--- config.mk ---
export PLATFORM = sky130hd
export DESIGN_NAME = speed_limit_throttle_governor_top
export DESIGN_NICKNAME = d
export VERILOG_FILES = /design/src/design/sltg_pkg.sv /design/src/design/speed_limit_throttle_governor_top.sv /design/src/design/sltg_ctrl.sv /design/src/design/sltg_dp.sv
export SDC_FILE = /design/constraint.sdc
export NUM_CORES = 1
export LEC_CHECK = 0
export ABC_CLOCK_PERIOD_IN_PS = 6400
export BUFFER_PORTS_ARGS = -buffer_cell sky130_fd_sc_hd__clkbuf_2
export CAP_MARGIN = 10
export CORE_UTILIZATION = 33
export CTS_CLUSTER_SIZE = 28
export DETAILED_ROUTE_END_ITERATION = 16
export MAX_ROUTING_LAYER = met4
export REMOVE_ABC_BUFFERS = 1
export SETUP_SLACK_MARGIN = 0.3
export SLEW_MARGIN = 20
export SYNTH_ARGS = -nofsm -noshare
export SYNTH_HDL_FRONTEND = slang
export SYNTH_SLANG_ARGS = --single-unit
--- constraint.sdc ---
create_clock -name clock -period 6.4 [get_ports clock]
set_clock_uncertainty 0.1 [all_clocks]
set_input_delay 0.32 -clock clock [delete_from_list [all_inputs] [get_ports clock]]
set_output_delay 0.32 -clock clock [all_outputs]
set_load 0.02 [all_outputs]
--- src/design/sltg_pkg.sv ---
`default_nettype none

package sltg_pkg;

   localparam int SENDERS = 8;
   localparam int SLOT_W  = (SENDERS > 1) ? $clog2(SENDERS) : 1;

   localparam int SPEED_W    = 16;
   localparam int THROTTLE_W = 16;
   localparam int TIME_W     = 32;
   localparam int MAX_SPD_W  = 15;
   localparam int TIMEOUT_W  = 16;
   localparam int CSR_DATA_W = 16;

   typedef enum logic [1:0] {
      CMD_LIMIT    = 2'd0,
      CMD_WHEEL    = 2'd1,
      CMD_THROTTLE = 2'd2
   } cmd_type;

   typedef enum logic [0:0] {
      CSR_MAX_SAFE_SPEED = 1'b0,
      CSR_LIMIT_TIMEOUT  = 1'b1
   } csr_type;

   typedef struct packed {
      logic write_limit;
      logic write_wheel;
      logic start_scan;
      logic scan_step;
      logic decide;
   } dp_cmd_type;

   typedef struct packed {
      logic scan_last;
   } dp_status_type;

endpackage

`default_nettype wire

--- src/design/speed_limit_throttle_governor_top.sv ---
// Speed-limit throttle governor. A limit update (cmd 0) or wheel sample (cmd 1) is
// taken while idle and gives no result; cmd 3 is dropped. A throttle request
// (cmd 2) walks the sender slots one per cycle through a single age comparator
// and minimum unit, then decides: the result is written to the output register
// in the decide step, after the last slot, and only then does the block return
// to idle and take the next item, so a request is never overlapped with the next.
// The decide step holds while an earlier result still waits in the output
// register; the next item may be accepted while a result waits to be taken.
// Configuration registers are written on csr_we: index 0 max_safe_speed (15 bits),
// index 1 limit_timeout (16 bits).
`default_nettype none

module speed_limit_throttle_governor_top import sltg_pkg::*; (
   input  logic                         clock,
   input  logic                         reset,
   input  logic                         csr_we,
   input  logic [0:0]                   csr_index,
   input  logic [CSR_DATA_W-1:0]        csr_wdata,
   input  logic                         req_valid,
   output logic                         req_ready,
   input  logic [1:0]                   req_cmd,
   input  logic [2:0]                   req_sender_index,
   input  logic [TIME_W-1:0]            req_time_stamp,
   input  logic signed [SPEED_W-1:0]    req_limit_speed,
   input  logic signed [SPEED_W-1:0]    req_left_front_speed,
   input  logic signed [SPEED_W-1:0]    req_right_front_speed,
   input  logic signed [THROTTLE_W-1:0] req_throttle_command,
   output logic                         rsp_valid,
   input  logic                         rsp_ready,
   output logic signed [THROTTLE_W-1:0] rsp_safe_throttle,
   output logic                         rsp_governor_active,
   output logic                         rsp_safe_speed_valid,
   output logic signed [SPEED_W-1:0]    rsp_safe_speed
);

   dp_cmd_type    dp_cmd;
   dp_status_type status;

   sltg_ctrl u_ctrl (
      .clock     (clock),
      .reset     (reset),
      .req_valid (req_valid),
      .req_cmd   (req_cmd),
      .req_ready (req_ready),
      .rsp_valid (rsp_valid),
      .rsp_ready (rsp_ready),
      .status    (status),
      .dp_cmd    (dp_cmd)
   );

   sltg_dp u_dp (
      .clock                 (clock),
      .reset                 (reset),
      .dp_cmd                (dp_cmd),
      .status                (status),
      .csr_we                (csr_we),
      .csr_index             (csr_index),
      .csr_wdata             (csr_wdata),
      .req_sender_index      (req_sender_index),
      .req_time_stamp        (req_time_stamp),
      .req_limit_speed       (req_limit_speed),
      .req_left_front_speed  (req_left_front_speed),
      .req_right_front_speed (req_right_front_speed),
      .req_throttle_command  (req_throttle_command),
      .rsp_safe_throttle     (rsp_safe_throttle),
      .rsp_governor_active   (rsp_governor_active),
      .rsp_safe_speed_valid  (rsp_safe_speed_valid),
      .rsp_safe_speed        (rsp_safe_speed)
   );

endmodule

`default_nettype wire

--- src/design/sltg_ctrl.sv ---
`default_nettype none

module sltg_ctrl import sltg_pkg::*; (
   input  logic          clock,
   input  logic          reset,
   input  logic          req_valid,
   input  logic [1:0]    req_cmd,
   output logic          req_ready,
   output logic          rsp_valid,
   input  logic          rsp_ready,
   input  dp_status_type status,
   output dp_cmd_type    dp_cmd
);

   typedef enum logic [2:0] {
      ST_IDLE   = 3'b001,
      ST_SCAN   = 3'b010,
      ST_DECIDE = 3'b100
   } state_type;

   state_type state_ff, state_in;
   logic      rsp_valid_ff, rsp_valid_in;
   logic      out_free;

   assign out_free  = !rsp_valid_ff || rsp_ready;
   assign req_ready = (state_ff == ST_IDLE);
   assign rsp_valid = rsp_valid_ff;

   always_comb begin
      state_in     = state_ff;
      rsp_valid_in = rsp_valid_ff && !rsp_ready;
      dp_cmd       = '0;
      unique case (state_ff)
         ST_IDLE: begin
            if (req_valid) begin
               unique case (req_cmd)
                  CMD_LIMIT: dp_cmd.write_limit = 1'b1;
                  CMD_WHEEL: dp_cmd.write_wheel = 1'b1;
                  CMD_THROTTLE: begin
                     dp_cmd.start_scan = 1'b1;
                     state_in          = ST_SCAN;
                  end
                  default: ;  // unused command: drop the item
               endcase
            end
         end
         ST_SCAN: begin
            dp_cmd.scan_step = 1'b1;
            if (status.scan_last) begin
               state_in = ST_DECIDE;
            end
         end
         ST_DECIDE: begin
            // hold until the output register can take the result
            if (out_free) begin
               dp_cmd.decide = 1'b1;
               rsp_valid_in  = 1'b1;
               state_in      = ST_IDLE;
            end
         end
         default: state_in = ST_IDLE;
      endcase
   end

   always_ff @(posedge clock) begin
      if (reset) begin
         state_ff     <= ST_IDLE;
         rsp_valid_ff <= 1'b0;
      end else begin
         state_ff     <= state_in;
         rsp_valid_ff <= rsp_valid_in;
      end
   end

endmodule

`default_nettype wire

--- src/design/sltg_dp.sv ---
`default_nettype none

module sltg_dp import sltg_pkg::*; (
   input  logic                         clock,
   input  logic                         reset,
   input  dp_cmd_type                   dp_cmd,
   output dp_status_type                status,
   input  logic                         csr_we,
   input  logic [0:0]                   csr_index,
   input  logic [CSR_DATA_W-1:0]        csr_wdata,
   input  logic [2:0]                   req_sender_index,
   input  logic [TIME_W-1:0]            req_time_stamp,
   input  logic signed [SPEED_W-1:0]    req_limit_speed,
   input  logic signed [SPEED_W-1:0]    req_left_front_speed,
   input  logic signed [SPEED_W-1:0]    req_right_front_speed,
   input  logic signed [THROTTLE_W-1:0] req_throttle_command,
   output logic signed [THROTTLE_W-1:0] rsp_safe_throttle,
   output logic                         rsp_governor_active,
   output logic                         rsp_safe_speed_valid,
   output logic signed [SPEED_W-1:0]    rsp_safe_speed
);

   logic [MAX_SPD_W-1:0] max_speed_ff;
   logic [TIMEOUT_W-1:0] timeout_ff;

   logic [SENDERS-1:0]         present_ff;
   logic signed [SPEED_W-1:0]  entry_speed_ff [SENDERS];
   logic [TIME_W-1:0]          entry_time_ff  [SENDERS];

   logic signed [SPEED_W-1:0]    latest_speed_ff;
   logic [1:0]                   sample_count_ff;
   logic                         in_control_ff, in_control_in;
   logic signed [THROTTLE_W-1:0] prev_good_ff, prev_good_in;

   logic [SLOT_W-1:0]            idx_ff;
   logic [TIME_W-1:0]            now_ff;
   logic signed [THROTTLE_W-1:0] thr_ff;
   logic signed [SPEED_W-1:0]    limit_ff, limit_in;
   logic                         valid_ff;

   logic signed [THROTTLE_W-1:0] result_in;
   logic signed [THROTTLE_W-1:0] out_throttle_ff;
   logic                         out_active_ff;
   logic                         out_valid_ff;
   logic signed [SPEED_W-1:0]    out_speed_ff;

   logic [7:0]                slot_wide;
   logic                      slot_ok;
   logic signed [SPEED_W:0]   wheel_sum;
   logic [TIME_W-1:0]         age;
   logic signed [SPEED_W-1:0] cur_speed;
   logic                      hit;
   logic                      allowed;
   logic                      ctl_kept;

   assign slot_wide = {5'b0, req_sender_index};
   assign slot_ok   = (slot_wide < 8'(SENDERS));
   assign wheel_sum = {req_left_front_speed[SPEED_W-1], req_left_front_speed}
                    + {req_right_front_speed[SPEED_W-1], req_right_front_speed};

   assign status.scan_last = (idx_ff == SLOT_W'(SENDERS - 1));

   // one slot per cycle: age and running minimum
   assign cur_speed = entry_speed_ff[idx_ff];
   assign age       = now_ff - entry_time_ff[idx_ff];
   assign hit       = present_ff[idx_ff] && (age < {{(TIME_W-TIMEOUT_W){1'b0}}, timeout_ff});
   assign limit_in  = (hit && (cur_speed < limit_ff)) ? cur_speed : limit_ff;

   assign allowed = valid_ff && (limit_ff > 0) && (sample_count_ff == 2'd2);

   always_comb begin
      in_control_in = in_control_ff;
      prev_good_in  = prev_good_ff;
      result_in     = '0;
      ctl_kept      = in_control_ff && !(thr_ff < prev_good_ff);
      if (allowed) begin
         in_control_in = ctl_kept;
         if (!ctl_kept) begin
            if (latest_speed_ff < limit_ff) begin
               result_in = thr_ff;
            end else begin
               prev_good_in  = thr_ff;
               in_control_in = 1'b1;
            end
         end
      end
   end

   always_ff @(posedge clock) begin
      if (reset) begin
         max_speed_ff    <= '0;
         timeout_ff      <= '0;
         present_ff      <= '0;
         latest_speed_ff <= '0;
         sample_count_ff <= '0;
         in_control_ff   <= 1'b0;
         prev_good_ff    <= '0;
      end else begin
         if (csr_we) begin
            unique case (csr_index)
               CSR_MAX_SAFE_SPEED: max_speed_ff <= csr_wdata[MAX_SPD_W-1:0];
               CSR_LIMIT_TIMEOUT:  timeout_ff   <= csr_wdata[TIMEOUT_W-1:0];
            endcase
         end
         if (dp_cmd.write_limit && slot_ok) begin
            present_ff[slot_wide[SLOT_W-1:0]] <= 1'b1;
         end
         if (dp_cmd.write_wheel) begin
            latest_speed_ff <= wheel_sum[SPEED_W:1];
            if (sample_count_ff != 2'd2) begin
               sample_count_ff <= sample_count_ff + 2'd1;
            end
         end
         if (dp_cmd.decide) begin
            in_control_ff <= in_control_in;
            prev_good_ff  <= prev_good_in;
         end
      end
   end

   always_ff @(posedge clock) begin
      if (dp_cmd.write_limit && slot_ok) begin
         entry_speed_ff[slot_wide[SLOT_W-1:0]] <= req_limit_speed;
         entry_time_ff[slot_wide[SLOT_W-1:0]]  <= req_time_stamp;
      end
      if (dp_cmd.start_scan) begin
         idx_ff   <= '0;
         now_ff   <= req_time_stamp;
         thr_ff   <= req_throttle_command;
         limit_ff <= SPEED_W'(max_speed_ff);
         valid_ff <= 1'b0;
      end else if (dp_cmd.scan_step) begin
         idx_ff   <= idx_ff + SLOT_W'(1);
         limit_ff <= limit_in;
         valid_ff <= valid_ff || hit;
      end
      if (dp_cmd.decide) begin
         out_throttle_ff <= result_in;
         out_active_ff   <= in_control_in;
         out_valid_ff    <= valid_ff;
         out_speed_ff    <= valid_ff ? limit_ff : '0;
      end
   end

   assign rsp_safe_throttle    = out_throttle_ff;
   assign rsp_governor_active  = out_active_ff;
   assign rsp_safe_speed_valid = out_valid_ff;
   assign rsp_safe_speed       = out_speed_ff;

endmodule

`default_nettype wire

Word-level counts from Yosys, hierarchy flattened
Memories as Yosys holds them, arrays and structs flattened. A register that Yosys moved wholly into a read port is not among the register bits. Cells that the tools add are included.

Word-level logic and storage cells: 106. Output and inout bits: 36. Memory bits (writable): 384. Input bits: 123. Memories: 2. Flip-flop bits (word level): 180.

$lt $le $gt $ge: 9. Bitwise gates (word level): 5. Add/sub/neg operators: 4. Reductions and logical operators: 24. Equality and inequality tests: 12. Mux-type cells: 31.

Memory list: u_dp.entry_time_ff (words 8, bits a word 32, read ports 1, clocked after memory_dff 1, wr ports 1, line sltg_dp.sv:28) `logic [TIME_W-1:0] entry_time_ff [SENDERS];`; u_dp.entry_speed_ff (words 8, bits a word 16, read ports 1, clocked after memory_dff 1, wr ports 1, line sltg_dp.sv:27) `logic signed [SPEED_W-1:0] entry_speed_ff [SENDERS];`.

Operators by type and width (number): $lt A16 B16 Y1 (3); $mux W15 (3); $lt A32 B16 Y1 (1); $sub A32 B32 Y32 (1); $mux W3 (10); $add A16 B16 Y17 (1); $gt A16 B1 Y1 const B (1); $mux W1 (15); $lt A3 B4 Y1 const B (3); $reduce_and A2 Y1 (5); $pmux W3 S3 (1); $logic_and A1 B1 Y1 (8); $or A8 B8 Y8 (1); $reduce_and A4 Y1 (2); $eq A3 B3 Y1 const B (2); $ne A2 B2 Y1 const B (3); $eq A2 B2 Y1 const B (2); $ne A2 B1 Y1 const B (2); $not A1 Y1 (4); $reduce_bool A2 Y1 (2); $add A3 B1 Y3 const B (1); $bmux W1 S3 (1); $demux W1 S3 (1); $eq A3 B1 Y1 const B (1); 8 further kinds (11).

Depth between registers and ports, before layout
Depth after elaboration: 7. Gate-level depth with buffers: 27.

Cells and area by module
From an unflattened synthesis, not the netlist that was laid out.

Cells, all modules: 1701. Area total of the unflattened synthesis: 25159.1 µm².

Modules (own cells, without submodules): sltg_dp (area each 24911.4 µm², cells an instance 1673, sequential area each 16085.4 µm², times used 1); sltg_ctrl (area each 247.7 µm², cells an instance 28, sequential area each 80.1 µm², times used 1).

Least setup slack after synthesis
OpenSTA, ideal clock, no wires.

Path kind: flip-flop to flip-flop. Start point: reg with a tool-made name. End point: reg u_dp.limit_ff[0], enable pin. Slack: -0.608 ns. Setup time: 0.368 ns. Path buffers: 4. Data required time: 5.932 ns. Cell stages (with the launch flop): 28. Data arrival time: 6.539 ns. Path through: dfxtp_1 buf_2 buf_2 clkbuf_1 buf_1 mux4_2 mux2i_1 ha_1 a21oi_1 nand2_1 o211ai_1 a21oi_1 or2_2 a21o_1 a21o_1 a21o_1 a21oi_1 xnor2_1 ha_1 nand4_1 nor2_1 a2111oi_0 o2111ai_1 nor4_1 nand4_1 nor4_2 and4_1 or2_1.

RTL lines: end signal: assignment (line sltg_dp.sv:130) `limit_ff <= SPEED_W'(max_speed_ff);`; end signal: assignment (line sltg_dp.sv:134) `limit_ff <= limit_in;`; end: declaration (line sltg_dp.sv:38) `logic signed [SPEED_W-1:0] limit_ff, limit_in;`.

==> results.toml <==
[logic_synthesis]
synth_warnings = 0
synth.avg_cell_area_um2 = 15.12
synth_top_family_by_area = "multiplexers"
synth_ff_type = "edfxtp_1"
synth_common_cells = "481 x edfxtp_1, 121 x a21oi_1, 111 x ha_1"
yosys.area_share.xor_xnor_pct = 1.235
synthAdderAreaFrac_pct = 5.782
yosysSeqAreaShare_pct = 65.41
synth_area_um2 = 24710
synthSimpleGateAreaFrac_pct = 6.551
synth.most_common_cell = "edfxtp_1"
syn-instance-count = 1634
synth_largest_area_cell = "edfxtp_1"
synth-async-reset-ratio_pct = 0
ys_ff_latch = 567
muxShareOfSynthArea_pct = 11.98
synth_top_area_share_pct = 58.44
synth_compound_area_share_pct = 7.042
synth_cell_types = 66
synth_edf_count = 481
synth_area_leaders = "edfxtp_1 58%, mux4_2 8.8%, dfxtp_1 7.0%"

[routing]
postRouteAntennaNets = 0
first_iter_violations = 1046
vias = 14550
post_drt_wl_per_cell_um = 19.72
via_per_inst = 4.961
drcViolationCount = 0
drt-total-wl_um = 57840
firstDrtPassIters = 5

[critical_path]
worstSetupPathType = "reg2reg"
slowest_delay_ns = 0.48
cpLargestDelayFamily = "compound AO/OA/AOI/OAI gates"
cp_slowest_cell = "mux4_2"
worst_setup_path_start_kind = "flip-flop"
timing.critical_path.buf_inv = 4
worstPathRequired_ns = 6.64
ff2ff_setup_slack_ns = 0.48
critPathMaxFanout = 7
reg2reg_depth = 27
reg2reg_to = "u_dp.limit_ff[9]"
cp-end-kind = "flip-flop"
cp.arrival_ns = 6.16

[timing]
setup_viol = 0
max_freq_mhz = 168.9
whs_ns = 0.03807
slew_viol_final = 0
worst_pin_slew_ns = 1.118
finalHoldViolCount = 0
period_needed_ns = 5.922
slew_headroom_pct = 23.56
rsz0062_at_grt = "no"
period_share_pct = 92.53

[layout]
final_core_util_pct = 40.50
final_nets = 2160
stdcell_count = 2933
fill_cells = 6719
area_growth_pct = 20.57
drive_gt1_share_pct = 23.63

[clocking]
htreeDepth = 2
cts_made_buffers = 57
clkSinkCount = 567
clk_pin_slew_ns = 0.06
cts_root_buffer = "clkbuf_16"
cts_tree = "yes"
clock_latency_ns = 0.61
cts_max_path_buffers = 3

[hold_path]
min_delay_path_depth = 3
hold-path-endpoint = "u_ctrl.rsp_valid"
holdCritStartpoint = "rsp_ready"
min_path_type = "in2reg"

[floorplanning]
die_x_um = 275.7
dieArea_um2 = 75990
core_area_um2 = 73580
die_height_um = 275.7
io_pins = 159
initial_utilization_pct = 33.59
std_cell_rows = 99

[place]
place.gp.congestion = 0.9007
hpwl_um = 38040
io_buffers = 158
placed_cells = 2726

[grt]
grt_pass1_wl_um = 87530
gr-usage-all-layers_pct = 15.61
antenna_found_initial = 2
grt_overflow = 0
first_global_vias = 14930
grt_max_degree = 80

[power]
irDropWorstVdd_v = 0.0001933
p_leak_nw = 10.44
power.density_nw_per_um2 = 264.5

[outcome]
status = "completed"

[flow_run]
drv_cap = 0
==> how the worst max path moves through the flow <==
stage / from / to / slack [ns] / depth (start not counted)
2_1_floorplan: flip-flop / u_dp.limit_ff[0] / -3.03 / 23
3_3_place_gp: flip-flop / u_dp.limit_ff[2] / 0.18 / 26
3_5_place_dp: flip-flop / u_dp.limit_ff[2] / -0.02 / 26
4_1_cts: flip-flop / u_dp.limit_ff[2] / 0.34 / 26
5_1_grt: flip-flop / u_dp.limit_ff[12] / 0.28 / 27
6_report: flip-flop / u_dp.limit_ff[9] / 0.48 / 27
==> final cells by class <==
class                   count  area, um^2  area share [%]
diodes                      2       5.005         0.01680
clock buffers              78        1578           5.295
clock inverters            29       275.3          0.9238
inverters                  69       259.0          0.8692
multi-input cells         938        8208           27.55
flip-flops and latches    567       16170           54.28
well taps                 959        1200           4.027
repair buffers            291        2097           7.038
==> stage by stage <==
step           worst slack [ns]  setup TNS (ns)  total power [mW]  cell area (um^2)
5_1_grt                  0.2804               0             8.161             29800
6_report                 0.4780               0             7.880             29800
3_5_place_dp           -0.02478         -0.3619             4.621             26820
4_1_cts                  0.3355               0             7.948             29520
2_1_floorplan            -3.031          -50.30             4.435             24480
3_3_place_gp             0.1761               0             4.606             26820
==> state kept, by name, summed over array words and instances (netlist names), named ones only <==
| register | count |
|---|---|
| u_dp.entry_time_ff | 256 |
| u_dp.entry_speed_ff | 128 |
| u_dp.now_ff | 32 |
| u_dp.latest_speed_ff | 16 |
| u_dp.limit_ff | 16 |
| u_dp.prev_good_ff | 16 |
| u_dp.rsp_safe_speed | 16 |
| u_dp.rsp_safe_throttle | 16 |
| u_dp.thr_ff | 16 |
| u_dp.timeout_ff | 16 |
| u_dp.max_speed_ff | 15 |
| u_dp.present_ff | 8 |
| u_ctrl.state_ff | 3 |
| u_dp.idx_ff | 3 |
| u_dp.sample_count_ff | 2 |
| u_ctrl.rsp_valid | 1 |
| u_dp.in_control_ff | 1 |
| u_dp.rsp_governor_active | 1 |
| u_dp.rsp_safe_speed_valid | 1 |
| u_dp.valid_ff | 1 |
==> power by group <==
group          internal, mW  switching (mW)  leakage [nW]
Clock                  1.89            1.39         0.894
Combinational         0.238           0.298          4.46
Sequential             4.05          0.0207          5.08
Total                  6.17            1.70          10.4
==> per-layer routing <==
metal	up-vias	routed length (um)	global-route usage, %
li1	6868	-	-
met1	7301	26450	20.32
met2	322	28110	25.72
met3	61	2378	2.175
met4	0	908	3.693
met5	-	0	-
==> cell families (layout without fill, tap and decap cells) <==
| kind of cell | after synthesis | in the layout |
|---|---|---|
| compound gates | 280 | 280 |
| xor+xnor | 34 | 34 |
| flops | 567 | 567 |
| buf+inv | 129 | 467 |
| other cells | 0 | 2 |
| simple gates | 341 | 341 |
| mux | 170 | 170 |
| fa+ha+maj | 113 | 113 |
==> timing repair <==
action | CTS | global route
endpoints found under the setup margin | 15 | 16
resized for setup | 8 | 21
pin swaps | 6 | 23
hold buffers | 80 | 0
endpoints found under the hold margin | 463 | 0
setup buffers | 2 | 14
gates cloned | 0 | 2
==> worst register-to-register path, cell delays in order (launching register included) <==
cell	delay [ns]
dfxtp_4	0.40
buf_12	0.14
mux4_2	0.49
mux2i_1	0.18
ha_1	0.29
o211ai_1	0.24
a21oi_2	0.07
o211ai_1	0.18
buf_4	0.16
a21oi_2	0.05
or2_4	0.28
a21o_1	0.18
a21o_1	0.17
a21o_1	0.19
a21oi_2	0.13
xnor2_1	0.09
ha_1	0.32
nand4_1	0.12
nor2_2	0.06
a2111oi_4	0.30
o2111ai_1	0.17
nor4_1	0.30
nand4_1	0.14
nor4_2	0.21
buf_4	0.17
and4_4	0.23
or2_4	0.15
clkbuf_16	0.15
==> placed cells by master, fill, tap and decap left out, types with 7 or more instances in the layout <==
cell type,synthesis,routed
a21o_1,39,39
a21oi_1,121,116
a31oi_1,7,7
and2_1,21,21
and3_1,9,9
buf_4,0,43
clkbuf_1,41,16
clkbuf_16,0,61
clkbuf_2,0,158
clkinv_1,0,11
clkinv_2,0,7
dfxtp_1,86,83
dlygate4sd3_1,0,80
edfxtp_1,481,481
ha_1,111,110
inv_1,69,68
mux2_2,34,34
mux2i_1,38,35
mux4_2,97,97
nand2_1,106,106
nand2b_1,17,17
nand3_1,34,34
nand4_1,11,11
nor2_1,87,80
nor2b_1,13,13
nor3_1,16,14
o211ai_1,8,8
o21ai_0,42,41
xnor2_1,18,18
xor2_1,15,15
Note: power is estimated with default switching activity, not from simulation.
